[config.mk]
export PLATFORM = sky130hd
export DESIGN_NAME = eic_mac
export DESIGN_NICKNAME = d
export VERILOG_FILES = /design/src/hw/rtl/eic_pkg.sv /design/src/hw/rtl/eic_mac.sv
export SDC_FILE = /design/constraint.sdc
export NUM_CORES = 2
export LEC_CHECK = 0
export ABC_AREA = 1
export BUFFER_PORTS_ARGS = -buffer_cell sky130_fd_sc_hd__buf_2
export CAP_MARGIN = 25
export CELL_PAD_IN_SITES_DETAIL_PLACEMENT = 1
export CELL_PAD_IN_SITES_GLOBAL_PLACEMENT = 1
export CORE_MARGIN = 8
export CORE_UTILIZATION = 38
export DETAILED_ROUTE_END_ITERATION = 10
export HOLD_SLACK_MARGIN = 0.03
export PLACE_DENSITY = 0.71
export SLEW_MARGIN = 10
export SYNTH_ARGS = -nofsm -noshare
export SYNTH_HDL_FRONTEND = slang
export SYNTH_SLANG_ARGS = --single-unit
[constraint.sdc]
create_clock -name aclk -period 12 [get_ports aclk]
set_clock_uncertainty 0.1 [all_clocks]
set_input_delay 2.4 -clock aclk [delete_from_list [all_inputs] [get_ports aclk]]
set_output_delay 2.4 -clock aclk [all_outputs]
set_load 0.02 [all_outputs]
[src/hw/rtl/eic_pkg.sv]
package eic_pkg;

    // Field and register widths
    localparam int COORD_W   = 16;
    localparam int COEF_W    = 32;
    localparam int THRESH_W  = 16;
    localparam int CFG_W     = 64;
    localparam int CFG_IDX_W = 3;
    localparam int OUT_CNT_W = 16;

    localparam int COORD_FRAC_BITS = 4;
    localparam int COUNT_WIDTH     = 16;

    localparam logic [THRESH_W-1:0] THRESH_RESET = THRESH_W'(50);

    // Shared multiplier works on 32-bit limbs into a 160-bit accumulator
    localparam int LIMB_W     = 32;
    localparam int LIMB_LOG   = $clog2(LIMB_W);
    localparam int LIMB_SEL_W = 2;
    localparam int SHIFT_W    = 3;
    localparam int OPND_W     = LIMB_W << LIMB_SEL_W;
    localparam int ACC_W      = 160;

    // Exact magnitudes of the intermediate values
    localparam int LINE_W = COEF_W + COORD_W + 2;    // a, b, c, a', b'
    localparam int RES_W  = LINE_W + COORD_W + 2;    // r
    localparam int R2_W   = 2 * RES_W;               // r^2
    localparam int SUM_W  = 2 * LINE_W + 1;          // a^2 + b^2
    localparam int K_W    = THRESH_W + 2 * COORD_FRAC_BITS;

    localparam int NUM_COEF   = 9;
    localparam int COEF_IDX_W = $clog2(NUM_COEF);

    localparam int UOP_COUNT = 54;
    localparam int STEP_W    = $clog2(UOP_COUNT);

    typedef enum logic [CFG_IDX_W-1:0] {
        CFG_PAIR0  = 3'd0,
        CFG_PAIR1  = 3'd1,
        CFG_PAIR2  = 3'd2,
        CFG_PAIR3  = 3'd3,
        CFG_LAST   = 3'd4,
        CFG_THRESH = 3'd5
    } cfg_reg_t;

    // Operand sources; the coefficient entries come first, in order
    typedef enum logic [4:0] {
        SRC_F0, SRC_F1, SRC_F2, SRC_F3, SRC_F4, SRC_F5, SRC_F6, SRC_F7, SRC_F8,
        SRC_X1, SRC_Y1, SRC_X2, SRC_Y2, SRC_ONE,
        SRC_A, SRC_B, SRC_C, SRC_TA, SRC_TB,
        SRC_R, SRC_S, SRC_K
    } src_t;

    // Where a finished accumulation goes
    typedef enum logic [3:0] {
        DST_A, DST_B, DST_C, DST_TA, DST_TB,
        DST_R, DST_R2, DST_S, DST_OK1, DST_OK2
    } dst_t;

    typedef enum logic [1:0] {
        ST_IDLE,
        ST_RUN,
        ST_FIN
    } state_t;

    typedef struct packed {
        src_t                  a_src;
        logic [LIMB_SEL_W-1:0] a_limb;
        src_t                  b_src;
        logic [LIMB_SEL_W-1:0] b_limb;
        logic                  last;
        dst_t                  dst;
    } uop_t;

    typedef struct packed {
        logic issue;
        uop_t uop;
        logic store;
        dst_t dst;
    } ctrl_t;

    function automatic uop_t mk(input src_t a, input logic [LIMB_SEL_W-1:0] al,
                                input src_t b, input logic [LIMB_SEL_W-1:0] bl,
                                input logic l, input dst_t d);
        uop_t u;
        u.a_src  = a;
        u.a_limb = al;
        u.b_src  = b;
        u.b_limb = bl;
        u.last   = l;
        u.dst    = d;
        return u;
    endfunction

    // Product schedule; shift of each product is a_limb + b_limb limbs
    localparam uop_t UCODE [UOP_COUNT] = '{
        // l = F * p1
        mk(SRC_F0, 2'd0, SRC_X1, 2'd0, 1'b0, DST_A),
        mk(SRC_F1, 2'd0, SRC_Y1, 2'd0, 1'b0, DST_A),
        mk(SRC_F2, 2'd0, SRC_ONE, 2'd0, 1'b1, DST_A),
        mk(SRC_F3, 2'd0, SRC_X1, 2'd0, 1'b0, DST_B),
        mk(SRC_F4, 2'd0, SRC_Y1, 2'd0, 1'b0, DST_B),
        mk(SRC_F5, 2'd0, SRC_ONE, 2'd0, 1'b1, DST_B),
        mk(SRC_F6, 2'd0, SRC_X1, 2'd0, 1'b0, DST_C),
        mk(SRC_F7, 2'd0, SRC_Y1, 2'd0, 1'b0, DST_C),
        mk(SRC_F8, 2'd0, SRC_ONE, 2'd0, 1'b1, DST_C),
        // first two entries of F^T * p2
        mk(SRC_F0, 2'd0, SRC_X2, 2'd0, 1'b0, DST_TA),
        mk(SRC_F3, 2'd0, SRC_Y2, 2'd0, 1'b0, DST_TA),
        mk(SRC_F6, 2'd0, SRC_ONE, 2'd0, 1'b1, DST_TA),
        mk(SRC_F1, 2'd0, SRC_X2, 2'd0, 1'b0, DST_TB),
        mk(SRC_F4, 2'd0, SRC_Y2, 2'd0, 1'b0, DST_TB),
        mk(SRC_F7, 2'd0, SRC_ONE, 2'd0, 1'b1, DST_TB),
        // r = l . p2
        mk(SRC_A, 2'd0, SRC_X2, 2'd0, 1'b0, DST_R),
        mk(SRC_A, 2'd1, SRC_X2, 2'd0, 1'b0, DST_R),
        mk(SRC_B, 2'd0, SRC_Y2, 2'd0, 1'b0, DST_R),
        mk(SRC_B, 2'd1, SRC_Y2, 2'd0, 1'b0, DST_R),
        mk(SRC_C, 2'd0, SRC_ONE, 2'd0, 1'b0, DST_R),
        mk(SRC_C, 2'd1, SRC_ONE, 2'd0, 1'b1, DST_R),
        // r^2
        mk(SRC_R, 2'd0, SRC_R, 2'd0, 1'b0, DST_R2),
        mk(SRC_R, 2'd0, SRC_R, 2'd1, 1'b0, DST_R2),
        mk(SRC_R, 2'd0, SRC_R, 2'd2, 1'b0, DST_R2),
        mk(SRC_R, 2'd1, SRC_R, 2'd0, 1'b0, DST_R2),
        mk(SRC_R, 2'd1, SRC_R, 2'd1, 1'b0, DST_R2),
        mk(SRC_R, 2'd1, SRC_R, 2'd2, 1'b0, DST_R2),
        mk(SRC_R, 2'd2, SRC_R, 2'd0, 1'b0, DST_R2),
        mk(SRC_R, 2'd2, SRC_R, 2'd1, 1'b0, DST_R2),
        mk(SRC_R, 2'd2, SRC_R, 2'd2, 1'b1, DST_R2),
        // a^2 + b^2
        mk(SRC_A, 2'd0, SRC_A, 2'd0, 1'b0, DST_S),
        mk(SRC_A, 2'd0, SRC_A, 2'd1, 1'b0, DST_S),
        mk(SRC_A, 2'd1, SRC_A, 2'd0, 1'b0, DST_S),
        mk(SRC_A, 2'd1, SRC_A, 2'd1, 1'b0, DST_S),
        mk(SRC_B, 2'd0, SRC_B, 2'd0, 1'b0, DST_S),
        mk(SRC_B, 2'd0, SRC_B, 2'd1, 1'b0, DST_S),
        mk(SRC_B, 2'd1, SRC_B, 2'd0, 1'b0, DST_S),
        mk(SRC_B, 2'd1, SRC_B, 2'd1, 1'b1, DST_S),
        // K * (a^2 + b^2), compared against r^2
        mk(SRC_S, 2'd0, SRC_K, 2'd0, 1'b0, DST_OK1),
        mk(SRC_S, 2'd1, SRC_K, 2'd0, 1'b0, DST_OK1),
        mk(SRC_S, 2'd2, SRC_K, 2'd0, 1'b0, DST_OK1),
        mk(SRC_S, 2'd3, SRC_K, 2'd0, 1'b1, DST_OK1),
        // a'^2 + b'^2
        mk(SRC_TA, 2'd0, SRC_TA, 2'd0, 1'b0, DST_S),
        mk(SRC_TA, 2'd0, SRC_TA, 2'd1, 1'b0, DST_S),
        mk(SRC_TA, 2'd1, SRC_TA, 2'd0, 1'b0, DST_S),
        mk(SRC_TA, 2'd1, SRC_TA, 2'd1, 1'b0, DST_S),
        mk(SRC_TB, 2'd0, SRC_TB, 2'd0, 1'b0, DST_S),
        mk(SRC_TB, 2'd0, SRC_TB, 2'd1, 1'b0, DST_S),
        mk(SRC_TB, 2'd1, SRC_TB, 2'd0, 1'b0, DST_S),
        mk(SRC_TB, 2'd1, SRC_TB, 2'd1, 1'b1, DST_S),
        // K * (a'^2 + b'^2)
        mk(SRC_S, 2'd0, SRC_K, 2'd0, 1'b0, DST_OK2),
        mk(SRC_S, 2'd1, SRC_K, 2'd0, 1'b0, DST_OK2),
        mk(SRC_S, 2'd2, SRC_K, 2'd0, 1'b0, DST_OK2),
        mk(SRC_S, 2'd3, SRC_K, 2'd0, 1'b1, DST_OK2)
    };

endpackage

[src/hw/rtl/eic_mac.sv]
// Shared 32x32 multiplier, registered product, shifted signed accumulate.
module eic_mac (
    input  logic                       aclk,
    input  logic                       aresetn,
    input  eic_pkg::ctrl_t             ctrl_i,
    input  logic [eic_pkg::LIMB_W-1:0] opa,
    input  logic [eic_pkg::LIMB_W-1:0] opb,
    input  logic                       prod_neg,
    output logic [eic_pkg::ACC_W-1:0]  acc
);
    localparam int LW  = eic_pkg::LIMB_W;
    localparam int AW  = eic_pkg::ACC_W;
    localparam int SW  = eic_pkg::SHIFT_W;
    localparam int LLG = eic_pkg::LIMB_LOG;

    logic [2*LW-1:0] prod_reg;
    logic            prod_neg_reg;
    logic [SW-1:0]   prod_sh_reg;
    logic            prod_v_reg;
    logic [AW-1:0]   acc_reg;
    logic [AW-1:0]   acc_next;
    logic [AW-1:0]   term;
    logic [SW+LLG-1:0] sh_bits;

    always_ff @(posedge aclk) begin
        prod_reg     <= (2*LW)'(opa) * (2*LW)'(opb);
        prod_neg_reg <= prod_neg;
        prod_sh_reg  <= SW'(ctrl_i.uop.a_limb) + SW'(ctrl_i.uop.b_limb);
        if (!aresetn) begin
            prod_v_reg <= 1'b0;
        end else begin
            prod_v_reg <= ctrl_i.issue;
        end
    end

    assign sh_bits = {prod_sh_reg, LLG'(0)};
    assign term    = AW'(prod_reg) << sh_bits;

    always_comb begin
        if (prod_neg_reg) begin
            acc_next = acc_reg - term;
        end else begin
            acc_next = acc_reg + term;
        end
    end

    // cleared on every store, so each group starts from zero
    always_ff @(posedge aclk) begin
        if (!aresetn) begin
            acc_reg <= '0;
        end else if (ctrl_i.store) begin
            acc_reg <= '0;
        end else if (prod_v_reg) begin
            acc_reg <= acc_next;
        end
    end

    assign acc = acc_reg;

endmodule

==> load_flow_metrics.sql <==
INSERT INTO impl_metrics (metric_group, metric, value, unit) VALUES
('grt', 'global_route_usage_over_all_layers', '33.3', '%'),
('timing', 'fin_tns_setup', '0', 'ns'),
('place', 'number_of_port_buffers', '232', ''),
('route', 'ant_nets', '0', ''),
('run', 'drv.max_cap_violation_count', '0', ''),
('timing', 'hold_viol', '0', ''),
('final_layout', 'layout_common_cells', 'sky130_fd_sc_hd__inv_1 (2469), sky130_fd_sc_hd__nand2_1 (2463), sky130_fd_sc_hd__nor2_1 (1170), sky130_fd_sc_hd__fa_1 (898), sky130_fd_sc_hd__a21oi_1 (482)', ''),
('route', 'routedWlPerCell', '25.2', 'um'),
('place', 'placement.cell_area', '0.0674', 'mm^2'),
('final_layout', 'fillCellCount', '22400', ''),
('logic_synthesis', 'yosys_register_bits', '229', ''),
('route', 'vias', '64100', ''),
('logic_synthesis', 'simple_gate_share_of_the_synthesized_area', '26.3', '%'),
('clock_tree', 'clk_root_buffer_cell', 'sky130_fd_sc_hd__clkbuf_16', ''),
('place', 'placedCellCount', '12200', ''),
('logic_synthesis', 'post_synth_xor_area_fraction', '3.95', '%'),
('logic_synthesis', 'syn_area_per_cell', '6.44', 'um^2'),
('place', 'finalWeightedCongestion', '1.04', ''),
('grt', 'maximum_number_of_pins_on_one_net_before_global_route_repair', '85', ''),
('floorplanning', 'start_util', '38.1', '%'),
('place', 'detailedPlacementHpwl', '267', 'mm'),
('logic_synthesis', 'ys_types', '56', ''),
('logic_synthesis', 'synth-compound-area-share', '9.88', '%'),
('clock_tree', 'clock_tree.htree_level_count', '2', ''),
('timing', 'max_slew_headroom', '17.9', '%'),
('timing', 'fmax', '105', 'MHz'),
('route', 'drtPass1Iterations', '5', ''),
('logic_synthesis', 'synth.yosys.seq_area_share', '7.13', '%'),
('floorplanning', 'fp.dieH', '427', 'um'),
('final_layout', 'final_nets', '11400', ''),
('clock_tree', 'clkLatencyLatePin', '0.61', 'ns'),
('clock_tree', 'clkSlewWorstSetupHoldPaths', '0.06', 'ns'),
('timing', 'finalCriticalPeriod', '9.54', 'ns'),
('logic_synthesis', 'post_synth_adder_cell_area', '36.2', '%'),
('grt', 'gr-total-overflow', '0', ''),
('floorplanning', 'pin_count', '252', ''),
('timing', 'min_period_over_period', '79.5', '%'),
('setup_path', 'timing_worst_setup_path_type', 'in -> reg', ''),
('route', 'remaining_drc_errors', '0', ''),
('clock_tree', 'cts_tree', 'done', ''),
('route', 'routed_wirelength', '309', 'mm'),
('setup_path', 'critPathArrivalTime', '9.95', 'ns'),
('clock_tree', 'cts.hold.buffers_added', '0', ''),
('final_layout', 'ratio_of_cells_with_drive_above_1_in_the_final_layout', '5.25', '%'),
('logic_synthesis', 'syn-instance-count', '9981', ''),
('grt', 'vias_in_the_first_global_route', '70200', ''),
('final_layout', 'most_frequent_standard_cell_in_the_layout_excluding_fill_and_tap_cells', 'sky130_fd_sc_hd__inv_1', ''),
('logic_synthesis', 'synth_area', '0.0643', 'mm^2'),
('floorplanning', 'row_count', '151', ''),
('timing', 'final_max_slew_viol_count', '0', ''),
('floorplanning', 'fp.coreArea', '0.169', 'mm^2'),
('final_layout', 'syn2layout_area_growth', '6.84', '%'),
('final_layout', 'largest_reg_flops', '160', ''),
('setup_path', 'start_kind', 'primary input', ''),
('setup_path', 'wp_data_required', '12.41', 'ns'),
('status', 'status', 'finished clean', ''),
('floorplanning', 'die_area', '0.183', 'mm^2'),
('route', 'drt-vias-per-instance', '5.23', ''),
('timing', 'worst_slew_pin_slew', '1.22', 'ns'),
('clock_tree', 'clock_sinks', '229', ''),
('hold_path', 'worst_hold_path_class', 'reg -> reg', ''),
('place', 'dpl_worst_slack', '1.84', 'ns'),
('clock_tree', 'cts.repair.resized', '0', ''),
('setup_path', 'endpoint_kind', 'flip-flop', ''),
('timing', 'setup_viol_count_final', '0', ''),
('route', 'first_iter_violations', '3978', ''),
('clock_tree', 'clock_path_buffers', '3', ''),
('final_layout', 'instances_no_fill', '12300', ''),
('setup_path', 'crit_fanout', '32', ''),
('timing', 'post-route-worst-setup-slack', '2.46', 'ns'),
('clock_tree', 'cts_setup_buffers', '0', ''),
('floorplanning', 'die_x', '427', 'um'),
('logic_synthesis', 'synthesis.nets', '11400', ''),
('timing', 'grt_setup_unrepaired', 'false', ''),
('final_layout', 'final_area', '0.0687', 'mm^2'),
('clock_tree', 'clock_buffer_count_from_cts', '35', ''),
('logic_synthesis', 'yosys_warnings', '0', ''),
('logic_synthesis', 'largest_family_of_logic_cells_by_synthesized_area', 'adder cells', ''),
('grt', 'grt_pass1_wl', '451', 'mm'),
('grt', 'grt_antenna_before_repair', '3', ''),
('logic_synthesis', 'synth.area.mux_share', '0', '%');
==> worst max-delay path: stages <==
cell	delay, ns
sky130_fd_sc_hd__buf_2	0.71
sky130_fd_sc_hd__nand2_1	0.18
sky130_fd_sc_hd__fa_1	0.54
sky130_fd_sc_hd__fa_1	0.56
sky130_fd_sc_hd__fa_1	0.53
sky130_fd_sc_hd__fa_1	0.54
sky130_fd_sc_hd__inv_1	0.07
sky130_fd_sc_hd__fa_1	0.55
sky130_fd_sc_hd__fa_1	0.44
sky130_fd_sc_hd__fa_1	0.49
sky130_fd_sc_hd__inv_1	0.05
sky130_fd_sc_hd__fa_1	0.49
sky130_fd_sc_hd__inv_1	0.05
sky130_fd_sc_hd__ha_1	0.37
sky130_fd_sc_hd__nand2_1	0.13
sky130_fd_sc_hd__nor2_1	0.16
sky130_fd_sc_hd__inv_1	0.12
sky130_fd_sc_hd__nor4_1	0.62
sky130_fd_sc_hd__nand3_1	0.15
sky130_fd_sc_hd__nand3_1	0.26
sky130_fd_sc_hd__nand2_1	0.12
sky130_fd_sc_hd__nand2_1	0.13
sky130_fd_sc_hd__nand2_1	0.07
sky130_fd_sc_hd__nand2_1	0.07
sky130_fd_sc_hd__xor2_1	0.16
==> metrics by stage <==
| stage | hold WS, ns | utilization [%] |
|---|---|---|
| floorplan | 0.487 | - |
| global placement | 0.423 | 40.0 |
| detailed placement | 0.451 | 40.0 |
| CTS | 0.464 | 40.7 |
| global route | 0.503 | 40.7 |
| finish | 0.458 | 40.7 |
==> final cells by class <==
type                            instances  area (um^2)  area share (%)
Sequential cell                       229         4590            6.68
Clock inverter                         20          309           0.450
Inverter                             2482         9330            13.6
Timing Repair Buffer                  299         1660            2.41
Clock buffer                           40          957            1.39
Antenna cell                            6         15.0          0.0218
Multi-Input combinational cell       6968        49100            71.4
Tap cell                             2218         2780            4.04
==> cell families after synthesis <==
kind of cell	after synthesis
AO/OA/AOI/OAI	1174
XOR/XNOR	290
adder cells (fa/ha/maj)	1322
buffers and inverters	2784
flip-flops	229
AND/OR/NAND/NOR	4182
==> metal layers <==
metal  up-vias  GRT usage (%)  part of all wire (%)
met2      1699           59.8                    49
met5         -              0                0.0042
met1     32100           38.6                    39
met3       670           2.97                   4.1
met4         2           19.8                   7.4
li1      29600              -                     -
==> worst paths after layout <==
kind / from / end / slack, ns / depth (start not counted)
worst max register to register: prod_sh_reg[0] / acc[136] / 3.40 / 27
worst min-delay path: acc[159] / acc[159] / 0.46 / 4
worst max-delay path: opa[24] / prod_reg[57] / 2.46 / 25
worst min register to register: acc[159] / acc[159] / 0.46 / 4
==> synth_stat cells, drive strengths merged <==
cell type | count | area (um^2)
a211oi | 2 | 15.0
a21boi | 8 | 60.1
a21o | 17 | 128
a21oi | 486 | 2450
a221oi | 2 | 17.5
a31o | 1 | 8.76
a31oi | 31 | 194
a41oi | 1 | 8.76
and2 | 12 | 75.1
and3 | 3 | 18.8
buf | 56 | 419
clkbuf | 246 | 923
dfxtp | 229 | 4580
fa | 898 | 18000
ha | 424 | 5310
inv | 2482 | 9320
nand2 | 2509 | 9540
nand3 | 271 | 1490
nand3b | 10 | 75.1
nand4 | 62 | 388
nor2 | 1218 | 4720
nor3 | 61 | 353
nor3b | 2 | 15.0
nor4 | 24 | 150
o2111ai | 3 | 26.3
o211ai | 10 | 80.1
o21a | 34 | 255
o21ai | 517 | 2640
o21bai | 38 | 285
o221ai | 10 | 87.6
o22ai | 3 | 18.8
o31ai | 7 | 52.6
o41ai | 4 | 35.0
or2 | 10 | 62.6
xnor2 | 84 | 736
xor2 | 206 | 1800
Power is left out: the tool's default activity adds up to more than one toggle a clock period on the data nets, which glitch-free logic cannot reach.
