**config.mk**
```make
export PLATFORM = sky130hd
export DESIGN_NAME = eic_ctrl
export DESIGN_NICKNAME = d
export VERILOG_FILES = /design/src/hw/rtl/eic_pkg.sv /design/src/hw/rtl/eic_ctrl.sv
export SDC_FILE = /design/constraint.sdc
export NUM_CORES = 1
export LEC_CHECK = 0
export ABC_AREA = 1
export BUFFER_PORTS_ARGS = -buffer_cell sky130_fd_sc_hd__buf_2
export CORE_MARGIN = 4
export CORE_UTILIZATION = 60
export DETAILED_ROUTE_END_ITERATION = 10
export PLACE_DENSITY = 0.85
export SYNTH_ARGS = -nofsm -noshare
export SYNTH_HDL_FRONTEND = slang
export SYNTH_SLANG_ARGS = --single-unit
```
**constraint.sdc**
```tcl
create_clock -name aclk -period 3.16 [get_ports aclk]
set_input_delay 0.316 -clock aclk [delete_from_list [all_inputs] [get_ports aclk]]
set_output_delay 0.316 -clock aclk [all_outputs]
set_load 0.01 [all_outputs]
```
**src/hw/rtl/eic_pkg.sv**
```systemverilog
package eic_pkg;

    // Field and register widths
    localparam int COORD_W   = 16;
    localparam int COEF_W    = 32;
    localparam int THRESH_W  = 16;
    localparam int CFG_W     = 64;
    localparam int CFG_IDX_W = 3;
    localparam int OUT_CNT_W = 16;

    localparam int COORD_FRAC_BITS = 4;
    localparam int COUNT_WIDTH     = 16;

    localparam logic [THRESH_W-1:0] THRESH_RESET = THRESH_W'(50);

    // Shared multiplier works on 32-bit limbs into a 160-bit accumulator
    localparam int LIMB_W     = 32;
    localparam int LIMB_LOG   = $clog2(LIMB_W);
    localparam int LIMB_SEL_W = 2;
    localparam int SHIFT_W    = 3;
    localparam int OPND_W     = LIMB_W << LIMB_SEL_W;
    localparam int ACC_W      = 160;

    // Exact magnitudes of the intermediate values
    localparam int LINE_W = COEF_W + COORD_W + 2;    // a, b, c, a', b'
    localparam int RES_W  = LINE_W + COORD_W + 2;    // r
    localparam int R2_W   = 2 * RES_W;               // r^2
    localparam int SUM_W  = 2 * LINE_W + 1;          // a^2 + b^2
    localparam int K_W    = THRESH_W + 2 * COORD_FRAC_BITS;

    localparam int NUM_COEF   = 9;
    localparam int COEF_IDX_W = $clog2(NUM_COEF);

    localparam int UOP_COUNT = 54;
    localparam int STEP_W    = $clog2(UOP_COUNT);

    typedef enum logic [CFG_IDX_W-1:0] {
        CFG_PAIR0  = 3'd0,
        CFG_PAIR1  = 3'd1,
        CFG_PAIR2  = 3'd2,
        CFG_PAIR3  = 3'd3,
        CFG_LAST   = 3'd4,
        CFG_THRESH = 3'd5
    } cfg_reg_t;

    // Operand sources; the coefficient entries come first, in order
    typedef enum logic [4:0] {
        SRC_F0, SRC_F1, SRC_F2, SRC_F3, SRC_F4, SRC_F5, SRC_F6, SRC_F7, SRC_F8,
        SRC_X1, SRC_Y1, SRC_X2, SRC_Y2, SRC_ONE,
        SRC_A, SRC_B, SRC_C, SRC_TA, SRC_TB,
        SRC_R, SRC_S, SRC_K
    } src_t;

    // Where a finished accumulation goes
    typedef enum logic [3:0] {
        DST_A, DST_B, DST_C, DST_TA, DST_TB,
        DST_R, DST_R2, DST_S, DST_OK1, DST_OK2
    } dst_t;

    typedef enum logic [1:0] {
        ST_IDLE,
        ST_RUN,
        ST_FIN
    } state_t;

    typedef struct packed {
        src_t                  a_src;
        logic [LIMB_SEL_W-1:0] a_limb;
        src_t                  b_src;
        logic [LIMB_SEL_W-1:0] b_limb;
        logic                  last;
        dst_t                  dst;
    } uop_t;

    typedef struct packed {
        logic issue;
        uop_t uop;
        logic store;
        dst_t dst;
    } ctrl_t;

    function automatic uop_t mk(input src_t a, input logic [LIMB_SEL_W-1:0] al,
                                input src_t b, input logic [LIMB_SEL_W-1:0] bl,
                                input logic l, input dst_t d);
        uop_t u;
        u.a_src  = a;
        u.a_limb = al;
        u.b_src  = b;
        u.b_limb = bl;
        u.last   = l;
        u.dst    = d;
        return u;
    endfunction

    // Product schedule; shift of each product is a_limb + b_limb limbs
    localparam uop_t UCODE [UOP_COUNT] = '{
        // l = F * p1
        mk(SRC_F0, 2'd0, SRC_X1, 2'd0, 1'b0, DST_A),
        mk(SRC_F1, 2'd0, SRC_Y1, 2'd0, 1'b0, DST_A),
        mk(SRC_F2, 2'd0, SRC_ONE, 2'd0, 1'b1, DST_A),
        mk(SRC_F3, 2'd0, SRC_X1, 2'd0, 1'b0, DST_B),
        mk(SRC_F4, 2'd0, SRC_Y1, 2'd0, 1'b0, DST_B),
        mk(SRC_F5, 2'd0, SRC_ONE, 2'd0, 1'b1, DST_B),
        mk(SRC_F6, 2'd0, SRC_X1, 2'd0, 1'b0, DST_C),
        mk(SRC_F7, 2'd0, SRC_Y1, 2'd0, 1'b0, DST_C),
        mk(SRC_F8, 2'd0, SRC_ONE, 2'd0, 1'b1, DST_C),
        // first two entries of F^T * p2
        mk(SRC_F0, 2'd0, SRC_X2, 2'd0, 1'b0, DST_TA),
        mk(SRC_F3, 2'd0, SRC_Y2, 2'd0, 1'b0, DST_TA),
        mk(SRC_F6, 2'd0, SRC_ONE, 2'd0, 1'b1, DST_TA),
        mk(SRC_F1, 2'd0, SRC_X2, 2'd0, 1'b0, DST_TB),
        mk(SRC_F4, 2'd0, SRC_Y2, 2'd0, 1'b0, DST_TB),
        mk(SRC_F7, 2'd0, SRC_ONE, 2'd0, 1'b1, DST_TB),
        // r = l . p2
        mk(SRC_A, 2'd0, SRC_X2, 2'd0, 1'b0, DST_R),
        mk(SRC_A, 2'd1, SRC_X2, 2'd0, 1'b0, DST_R),
        mk(SRC_B, 2'd0, SRC_Y2, 2'd0, 1'b0, DST_R),
        mk(SRC_B, 2'd1, SRC_Y2, 2'd0, 1'b0, DST_R),
        mk(SRC_C, 2'd0, SRC_ONE, 2'd0, 1'b0, DST_R),
        mk(SRC_C, 2'd1, SRC_ONE, 2'd0, 1'b1, DST_R),
        // r^2
        mk(SRC_R, 2'd0, SRC_R, 2'd0, 1'b0, DST_R2),
        mk(SRC_R, 2'd0, SRC_R, 2'd1, 1'b0, DST_R2),
        mk(SRC_R, 2'd0, SRC_R, 2'd2, 1'b0, DST_R2),
        mk(SRC_R, 2'd1, SRC_R, 2'd0, 1'b0, DST_R2),
        mk(SRC_R, 2'd1, SRC_R, 2'd1, 1'b0, DST_R2),
        mk(SRC_R, 2'd1, SRC_R, 2'd2, 1'b0, DST_R2),
        mk(SRC_R, 2'd2, SRC_R, 2'd0, 1'b0, DST_R2),
        mk(SRC_R, 2'd2, SRC_R, 2'd1, 1'b0, DST_R2),
        mk(SRC_R, 2'd2, SRC_R, 2'd2, 1'b1, DST_R2),
        // a^2 + b^2
        mk(SRC_A, 2'd0, SRC_A, 2'd0, 1'b0, DST_S),
        mk(SRC_A, 2'd0, SRC_A, 2'd1, 1'b0, DST_S),
        mk(SRC_A, 2'd1, SRC_A, 2'd0, 1'b0, DST_S),
        mk(SRC_A, 2'd1, SRC_A, 2'd1, 1'b0, DST_S),
        mk(SRC_B, 2'd0, SRC_B, 2'd0, 1'b0, DST_S),
        mk(SRC_B, 2'd0, SRC_B, 2'd1, 1'b0, DST_S),
        mk(SRC_B, 2'd1, SRC_B, 2'd0, 1'b0, DST_S),
        mk(SRC_B, 2'd1, SRC_B, 2'd1, 1'b1, DST_S),
        // K * (a^2 + b^2), compared against r^2
        mk(SRC_S, 2'd0, SRC_K, 2'd0, 1'b0, DST_OK1),
        mk(SRC_S, 2'd1, SRC_K, 2'd0, 1'b0, DST_OK1),
        mk(SRC_S, 2'd2, SRC_K, 2'd0, 1'b0, DST_OK1),
        mk(SRC_S, 2'd3, SRC_K, 2'd0, 1'b1, DST_OK1),
        // a'^2 + b'^2
        mk(SRC_TA, 2'd0, SRC_TA, 2'd0, 1'b0, DST_S),
        mk(SRC_TA, 2'd0, SRC_TA, 2'd1, 1'b0, DST_S),
        mk(SRC_TA, 2'd1, SRC_TA, 2'd0, 1'b0, DST_S),
        mk(SRC_TA, 2'd1, SRC_TA, 2'd1, 1'b0, DST_S),
        mk(SRC_TB, 2'd0, SRC_TB, 2'd0, 1'b0, DST_S),
        mk(SRC_TB, 2'd0, SRC_TB, 2'd1, 1'b0, DST_S),
        mk(SRC_TB, 2'd1, SRC_TB, 2'd0, 1'b0, DST_S),
        mk(SRC_TB, 2'd1, SRC_TB, 2'd1, 1'b1, DST_S),
        // K * (a'^2 + b'^2)
        mk(SRC_S, 2'd0, SRC_K, 2'd0, 1'b0, DST_OK2),
        mk(SRC_S, 2'd1, SRC_K, 2'd0, 1'b0, DST_OK2),
        mk(SRC_S, 2'd2, SRC_K, 2'd0, 1'b0, DST_OK2),
        mk(SRC_S, 2'd3, SRC_K, 2'd0, 1'b1, DST_OK2)
    };

endpackage

```
**src/hw/rtl/eic_ctrl.sv**
```systemverilog
// Sequencer: walks the product schedule, idling after each group while its result is stored.
module eic_ctrl (
    input  logic           aclk,
    input  logic           aresetn,
    input  logic           start,
    input  logic           out_free,
    output logic           ready,
    output logic           load,
    output eic_pkg::ctrl_t ctrl_o
);
    localparam int STW = eic_pkg::STEP_W;

    eic_pkg::state_t state_reg, state_next;
    logic [STW-1:0]  step_reg, step_next;
    logic [1:0]      wait_reg, wait_next;
    logic            all_reg, all_next;
    logic            st1_v_reg, st2_v_reg;
    eic_pkg::dst_t   st1_dst_reg, st2_dst_reg;
    logic            issue;
    eic_pkg::uop_t   uop;

    assign uop   = eic_pkg::UCODE[step_reg];
    assign issue = (state_reg == eic_pkg::ST_RUN) && (wait_reg == 2'd0) && !all_reg;

    // next state
    always_comb begin
        state_next = state_reg;
        unique case (state_reg)
            eic_pkg::ST_IDLE: if (start) state_next = eic_pkg::ST_RUN;
            eic_pkg::ST_RUN: begin
                if (st2_v_reg && st2_dst_reg == eic_pkg::DST_OK2) begin
                    state_next = eic_pkg::ST_FIN;
                end
            end
            eic_pkg::ST_FIN:  if (out_free) state_next = eic_pkg::ST_IDLE;
            default:          state_next = eic_pkg::ST_IDLE;
        endcase
    end

    // outputs
    always_comb begin
        ready         = (state_reg == eic_pkg::ST_IDLE);
        load          = (state_reg == eic_pkg::ST_FIN) && out_free;
        ctrl_o.issue  = issue;
        ctrl_o.uop    = uop;
        ctrl_o.store  = st2_v_reg;
        ctrl_o.dst    = st2_dst_reg;
    end

    always_comb begin
        step_next = step_reg;
        all_next  = all_reg;
        wait_next = (wait_reg != 2'd0) ? wait_reg - 2'd1 : 2'd0;
        if (start) begin
            step_next = '0;
            all_next  = 1'b0;
            wait_next = 2'd0;
        end else if (issue) begin
            if (step_reg == STW'(eic_pkg::UOP_COUNT - 1)) begin
                step_next = '0;
                all_next  = 1'b1;
            end else begin
                step_next = step_reg + 1'b1;
            end
            if (uop.last) wait_next = 2'd2;
        end
    end

    always_ff @(posedge aclk) begin
        st1_dst_reg <= uop.dst;
        st2_dst_reg <= st1_dst_reg;
        if (!aresetn) begin
            state_reg <= eic_pkg::ST_IDLE;
            step_reg  <= '0;
            wait_reg  <= 2'd0;
            all_reg   <= 1'b1;
            st1_v_reg <= 1'b0;
            st2_v_reg <= 1'b0;
        end else begin
            state_reg <= state_next;
            step_reg  <= step_next;
            wait_reg  <= wait_next;
            all_reg   <= all_next;
            st1_v_reg <= issue && uop.last;
            st2_v_reg <= st1_v_reg;
        end
    end

    a_store_no_issue: assert property (@(posedge aclk) disable iff (!aresetn)
        ctrl_o.store |-> !issue)
        else $error("product issued in a store cycle");

    a_group_stored: assert property (@(posedge aclk) disable iff (!aresetn)
        (issue && uop.last) |-> ##2 ctrl_o.store)
        else $error("group end not followed by store two cycles later");

    a_fin_drained: assert property (@(posedge aclk) disable iff (!aresetn)
        (state_reg == eic_pkg::ST_FIN) |-> (all_reg && wait_reg == 2'd0))
        else $error("result stage reached with schedule still running");

endmodule

```
==> run_results.csv, run 1 <==
group,metric,value,unit
status,outcome,"finished, final reports clean",
drt,drt_iter0_markers,127,
critical_path,endpoint_kind,"output pin",
timing,fmax,409.8,MHz
synthesis,avgSynthCellArea,6.786,sq um
final_layout,multi_input_area,0.001084,sq mm
final_layout,area.sequential,420.4,sq um
clocking,numCtsBuffers,3,
die,ios,31,
clocking,hold_buffers,0,
critical_path,path_cells,"buf_4, ha_1, inv_1, ha_1, nand2_1, nand2_1, nand2_1, o311ai_1, buf_2",
die,dieArea,0.003808,sq mm
clocking,clockBufferDepth,2,
timing,min_period,2440,ps
critical_path,cp-start-kind,"flop",
timing,drv_slew,0,
final_layout,fin_nets,299,
global_route,grt_antenna_before_repair,0,
final_layout,syn_to_final_growth,7.881,%
power_and_ir_drop,powerDensity,247.4,mW/mm^2
critical_path,worst-setup-path-type,"flop to output pin",
power_and_ir_drop,leakagePower,0.9509,nW
timing,max_slew_margin,53.82,%
drt,drc,0,
clocking,postCtsSetupBuffers,0,
clocking,cts_tree,"yes",
critical_path,slowest_stage,"dfxtp_1",
power_and_ir_drop,max-vdd-ir-drop,0.3351,mV
clocking,h-tree-depth,1,
synthesis,ys_seq_elements,21,
global_route,grt_first_pass_wirelength,6927,um
timing,setup-tns-final,0,ps
die,initial_utilization,62.75,%
timing,final_hold_viol_count,0,
global_route,grt_pass1_vias,1441,
die,core_area,0.002758,sq mm
timing,finClkSkew,3.302,ps
critical_path,cp_top_family,"adder cells",
drt,wl_per_cell,14.02,um
timing,setup_viol,0,
clocking,post_cts_resized,0,
power_and_ir_drop,finalPower,0.4618,mW
die,die-width,61.71,um
critical_path,crit_buf_inv,3,
critical_path,crit_fanout,7,
timing,worst_slack,719.6,ps
clocking,clock_latency,300,ps
drt,vias,1801,
timing,finalCritPeriodShare,77.23,%
placed_design,place_hpwl,3300,um
critical_path,slowest_delay,480,ps
synthesis,netlist_instances,255,
clocking,clkSlewWorstSetupHoldPaths,110,ps
drt,drtAntennaViolNets,0,
global_route,grt_max_degree,22,
final_layout,diodes,0,
synthesis,netlist.area_leader.share,24.30,%
synthesis,ys_types,40,
timing,hold_ws,217.3,ps
final_layout,fill_cells,245,
synthesis,syn-num-nets,273,
synthesis,ys_warn_count,0,
critical_path,cp_common_cell,"nand2_1",
clocking,root_buffer,"clkbuf_4",
global_route,gr-total-overflow,0,
critical_path,arrival,2120,ps
synthesis,seq_area_frac_synth,24.30,%
final_layout,largest_reg_flops,6,
critical_path,r2r_slack,1340,ps
drt,first_pass_iters,6,
global_route,grt.total_usage,23.94,%
placed_design,placement.io_buffers,30,
timing,grt_setup_unrepaired,"false",
placed_design,dp_slack,1115,ps
timing,worstMarginPinSlew,691.7,ps
drt,via_per_inst,5.791,
drt,drt_wl_total,4360,um
run,max-cap-violations,0,
placed_design,gp_congestion,1.006,
final_layout,drive_gt1_share,19.64,%
clocking,cts.sinks,21,
die,die_h,61.71,um
synthesis,synthTopCellsByArea,"dfxtp_1 24%, nand2_1 14%, ha_1 10%",
die,rows,19,
synthesis,syn-cell-area,0.001730,sq mm
synthesis,synth_top_cell_by_area,"dfxtp_1",
hold_path,holdCritPathClass,"input port to flop",
critical_path,required,2840,ps
==> kinds of logic (layout without fill, tap and decap cells) <==
| kind of cell | Yosys count | after routing | share of synthesized area (%) |
|---|---|---|---|
| flip-flops | 21 | 21 | 24.29 |
| AND/OR/NAND/NOR | 127 | 127 | 34.35 |
| AO/OA/AOI/OAI | 51 | 51 | 18.15 |
| buffers and inverters | 42 | 67 | 13.09 |
| adder cells (fa/ha/maj) | 14 | 14 | 10.12 |
==> power by group <==
group / internal (mW) / switching, mW
Clock: 0.0472 / 0.0791
Combinational: 0.0213 / 0.0397
Sequential: 0.270 / 0.00494
==> cells in the mapped netlist (all sizes together) <==
cell type / count
o311ai: 1
clkbuf: 1
a211oi: 1
ha: 14
a31oi: 3
a21oi: 8
inv: 29
o2111ai: 1
buf: 12
o221ai: 3
nor3: 3
nand3: 20
o211ai: 10
or2: 5
o22ai: 1
o21ai: 23
nand4: 4
and2: 1
dfxtp: 21
nor3b: 2
nand2: 68
nor2: 24
==> stage by stage <==
step                      cell area, sq um  instances  utilization, %
after floorplan                       1730        255               -
after global placement                1839        307           66.70
after detailed placement              1839        307           66.70
after CTS                             1867        311           67.70
after global routing                  1867        311           67.70
final                                 1867        311           67.70
==> placed cells by master (no fill, tap or decap), drive strengths merged <==
cell type	count
clkinv	1
nand3	20
buf	34
o21ai	23
a211oi	1
nor3b	2
a21oi	8
o221ai	3
dfxtp	21
nand4	4
o211ai	10
clkbuf	3
ha	14
nor2	24
a31oi	3
o311ai	1
and2	1
or2	5
o2111ai	1
inv	29
nand2	68
nor3	3
o22ai	1
==> cell type report <==
class                           count  share of cell area, %
Sequential cell                    21                  22.52
Tap cell                           31                  2.078
Inverter                           29                  6.233
Timing Repair Buffer               34                  9.651
Multi-Input combinational cell    192                  58.04
Clock inverter                      1                 0.2681
Clock buffer                        3                  1.206
==> routing by layer <==
metal	wire length (um)	up-vias	global-route usage [%]
met5	0	-	0
met4	27	0	2.727
met3	623	5	6.198
met2	1793	129	33.18
met1	1917	771	37.86
li1	-	896	-
==> worst reg2reg max path: stages, from the launching register on <==
cell and delay (ps):
dfxtp_1 400, inv_1 260, ha_1 380, nand4_1 260, o21ai_2 340, nor2_1 80
==> path summary, 6_finish.rpt <==
path	startpoint	end	depth (start not counted)
hold / removal	aresetn	st2_v_reg	3
hold reg to reg	st1_dst_reg[3]	st2_dst_reg[3]	0
setup reg to reg	step_reg[1]	step_reg[1]	5
setup / recovery	step_reg[0]	ctrl_o[22]	9
(Power assumes the default switching activity.)
==> run 2: changes to the inputs <==
- CORE_UTILIZATION: 60 -> 56
- PLACE_DENSITY: 0.85 -> 0.8
- clock period: 3.16 -> 2.4 ns (I/O delays scaled with it)
==> run_results.csv, run 2 (synthesis gave the netlist of run 1 again) <==
group,metric,value,unit
timing,setup_viol,0,
timing,grt_setup_unrepaired,"false",
timing,drv_slew,0,
critical_path,worst-setup-path-type,"flop to output pin",
clocking,clock_latency,300,ps
global_route,grt.total_usage,23.34,%
timing,final_hold_viol_count,0,
run,max-cap-violations,0,
global_route,grt_antenna_before_repair,0,
power_and_ir_drop,powerDensity,321.5,mW/mm^2
critical_path,crit_fanout,9,
drt,wl_per_cell,14.71,um
timing,worstMarginPinSlew,485.5,ps
die,rows,19,
clocking,numCtsBuffers,3,
power_and_ir_drop,finalPower,0.6062,mW
drt,drc,0,
timing,fmax,447.5,MHz
power_and_ir_drop,leakagePower,0.9611,nW
final_layout,finalNonFillerCells,313,
critical_path,arrival,1990,ps
timing,setup-tns-final,0,ps
drt,drtAntennaViolNets,0,
final_layout,multi_input_area,0.001086,sq mm
die,dieArea,0.004043,sq mm
critical_path,cp-start-kind,"flop",
critical_path,crit_buf_inv,2,
hold_path,worstHoldEndpoint,"all_reg",
timing,max_slew_margin,67.59,%
drt,via_per_inst,5.818,
die,core_area,0.002853,sq mm
clocking,clkSlewWorstSetupHoldPaths,110,ps
final_layout,drive_gt1_share,20.92,%
critical_path,slowest_stage,"dfxtp_2",
clocking,cts.sinks,21,
hold_path,worst_hold_startpoint,"aresetn",
die,initial_utilization,60.66,%
clocking,clockBufferDepth,2,
final_layout,mostFrequentLayoutCell,"nand2_1",
placed_design,post-place-cells,309,
critical_path,cp_top_family,"flip-flops",
clocking,h-tree-depth,1,
final_layout,diodes,0,
critical_path,reg2regPathDepth,5,
final_layout,fill_cells,260,
clocking,cts_tree,"yes",
final_layout,syn_to_final_growth,8.966,%
drt,vias,1821,
critical_path,path_cells,"inv_1, ha_1, o21ai_1, or2_1, nand2_1, nand2_1, nand3_1, buf_2",
drt,first_pass_iters,5,
clocking,postCtsSetupBuffers,0,
drt,drt_wl_total,4605,um
timing,finClkSkew,2.567,ps
clocking,root_buffer,"clkbuf_4",
hold_path,hold_depth,2,
timing,min_period,2235,ps
critical_path,slowest_delay,420,ps
critical_path,cp_common_cell,"nand2_1",
global_route,grt_max_degree,22,
critical_path,r2r_slack,750,ps
critical_path,r2r_end,"step_reg[0]",
final_layout,fin_nets,301,
placed_design,place_hpwl,3534,um
critical_path,required,2160,ps
drt,drt_iter0_markers,207,
die,ios,31,
timing,finalCritPeriodShare,93.11,%
placed_design,gp_congestion,0.9237,
hold_path,holdCritPathClass,"input port to flop",
die,die-width,63.59,um
power_and_ir_drop,max-vdd-ir-drop,0.3437,mV
placed_design,placement.io_buffers,30,
final_layout,largest_reg_flops,6,
global_route,grt_pass1_vias,1640,
critical_path,endpoint_kind,"output pin",
final_layout,area.sequential,421.7,sq um
die,die_h,63.59,um
global_route,gr-total-overflow,0,
global_route,grt_first_pass_wirelength,7617,um
critical_path,timing.rr.start,"step_reg[1]",
final_layout,final_cell_mix,"66 x nand2_1, 30 x buf_2, 27 x inv_1",
status,outcome,"finished, final reports clean",
run 2: per-stage QoR:
step / util, % / hold WS, ps / worst slack (ps) / cell area [sq um]
3_5_place_dp: 65.00 / 313.2 / 370.2 / 1854
6_report: 66.10 / 138.9 / 165.4 / 1886
5_1_grt: 66.10 / 118.1 / 28.46 / 1886
3_3_place_gp: 65.00 / 311.0 / 422.8 / 1854
4_1_cts: 65.96 / 130.2 / 22.28 / 1882
2_1_floorplan: - / 309.6 / 703.1 / 1730
run 2: area by class of cell:
type                    count  area share, %
clock inverters             1         0.2654
inverters                  29          6.171
multi-input cells         192          57.60
clock buffers               3          1.194
well taps                  31          2.057
repair buffers             36          10.35
flip-flops and latches     21          22.36
run 2: timing repair:
item / in CTS / in global routing
hold buffers: 0 / 0
resized for setup: 0 / 2
setup endpoints to repair: 0 / 6
hold endpoints to repair: 0 / 0
run 2: where the power goes:
part / internal (mW) / total, mW / switching [mW]
Clock: 0.0622 / 0.163 / 0.101
Combinational: 0.0287 / 0.0817 / 0.0530
Sequential: 0.355 / 0.361 / 0.00657
run 2: how the worst max path moves through the flow:
stage	end	depth (start not counted)	slack [ps]	start
after CTS	ctrl_o[14]	9	20	step_reg[1]
after floorplan	ctrl_o[14]	8	700	step_reg[1]
final	ctrl_o[14]	8	170	step_reg[1]
after global routing	ctrl_o[22]	7	30	step_reg[1]
after detailed placement	ctrl_o[14]	9	370	step_reg[1]
after global placement	ctrl_o[14]	9	420	step_reg[1]
run 2: per-layer routing:
metal	vias up	wire (um)	track usage, %
li1	905	-	-
met1	803	2066	32.80
met2	103	1964	34.94
met3	10	511	5.861
met4	0	63	6.739
met5	-	0	0
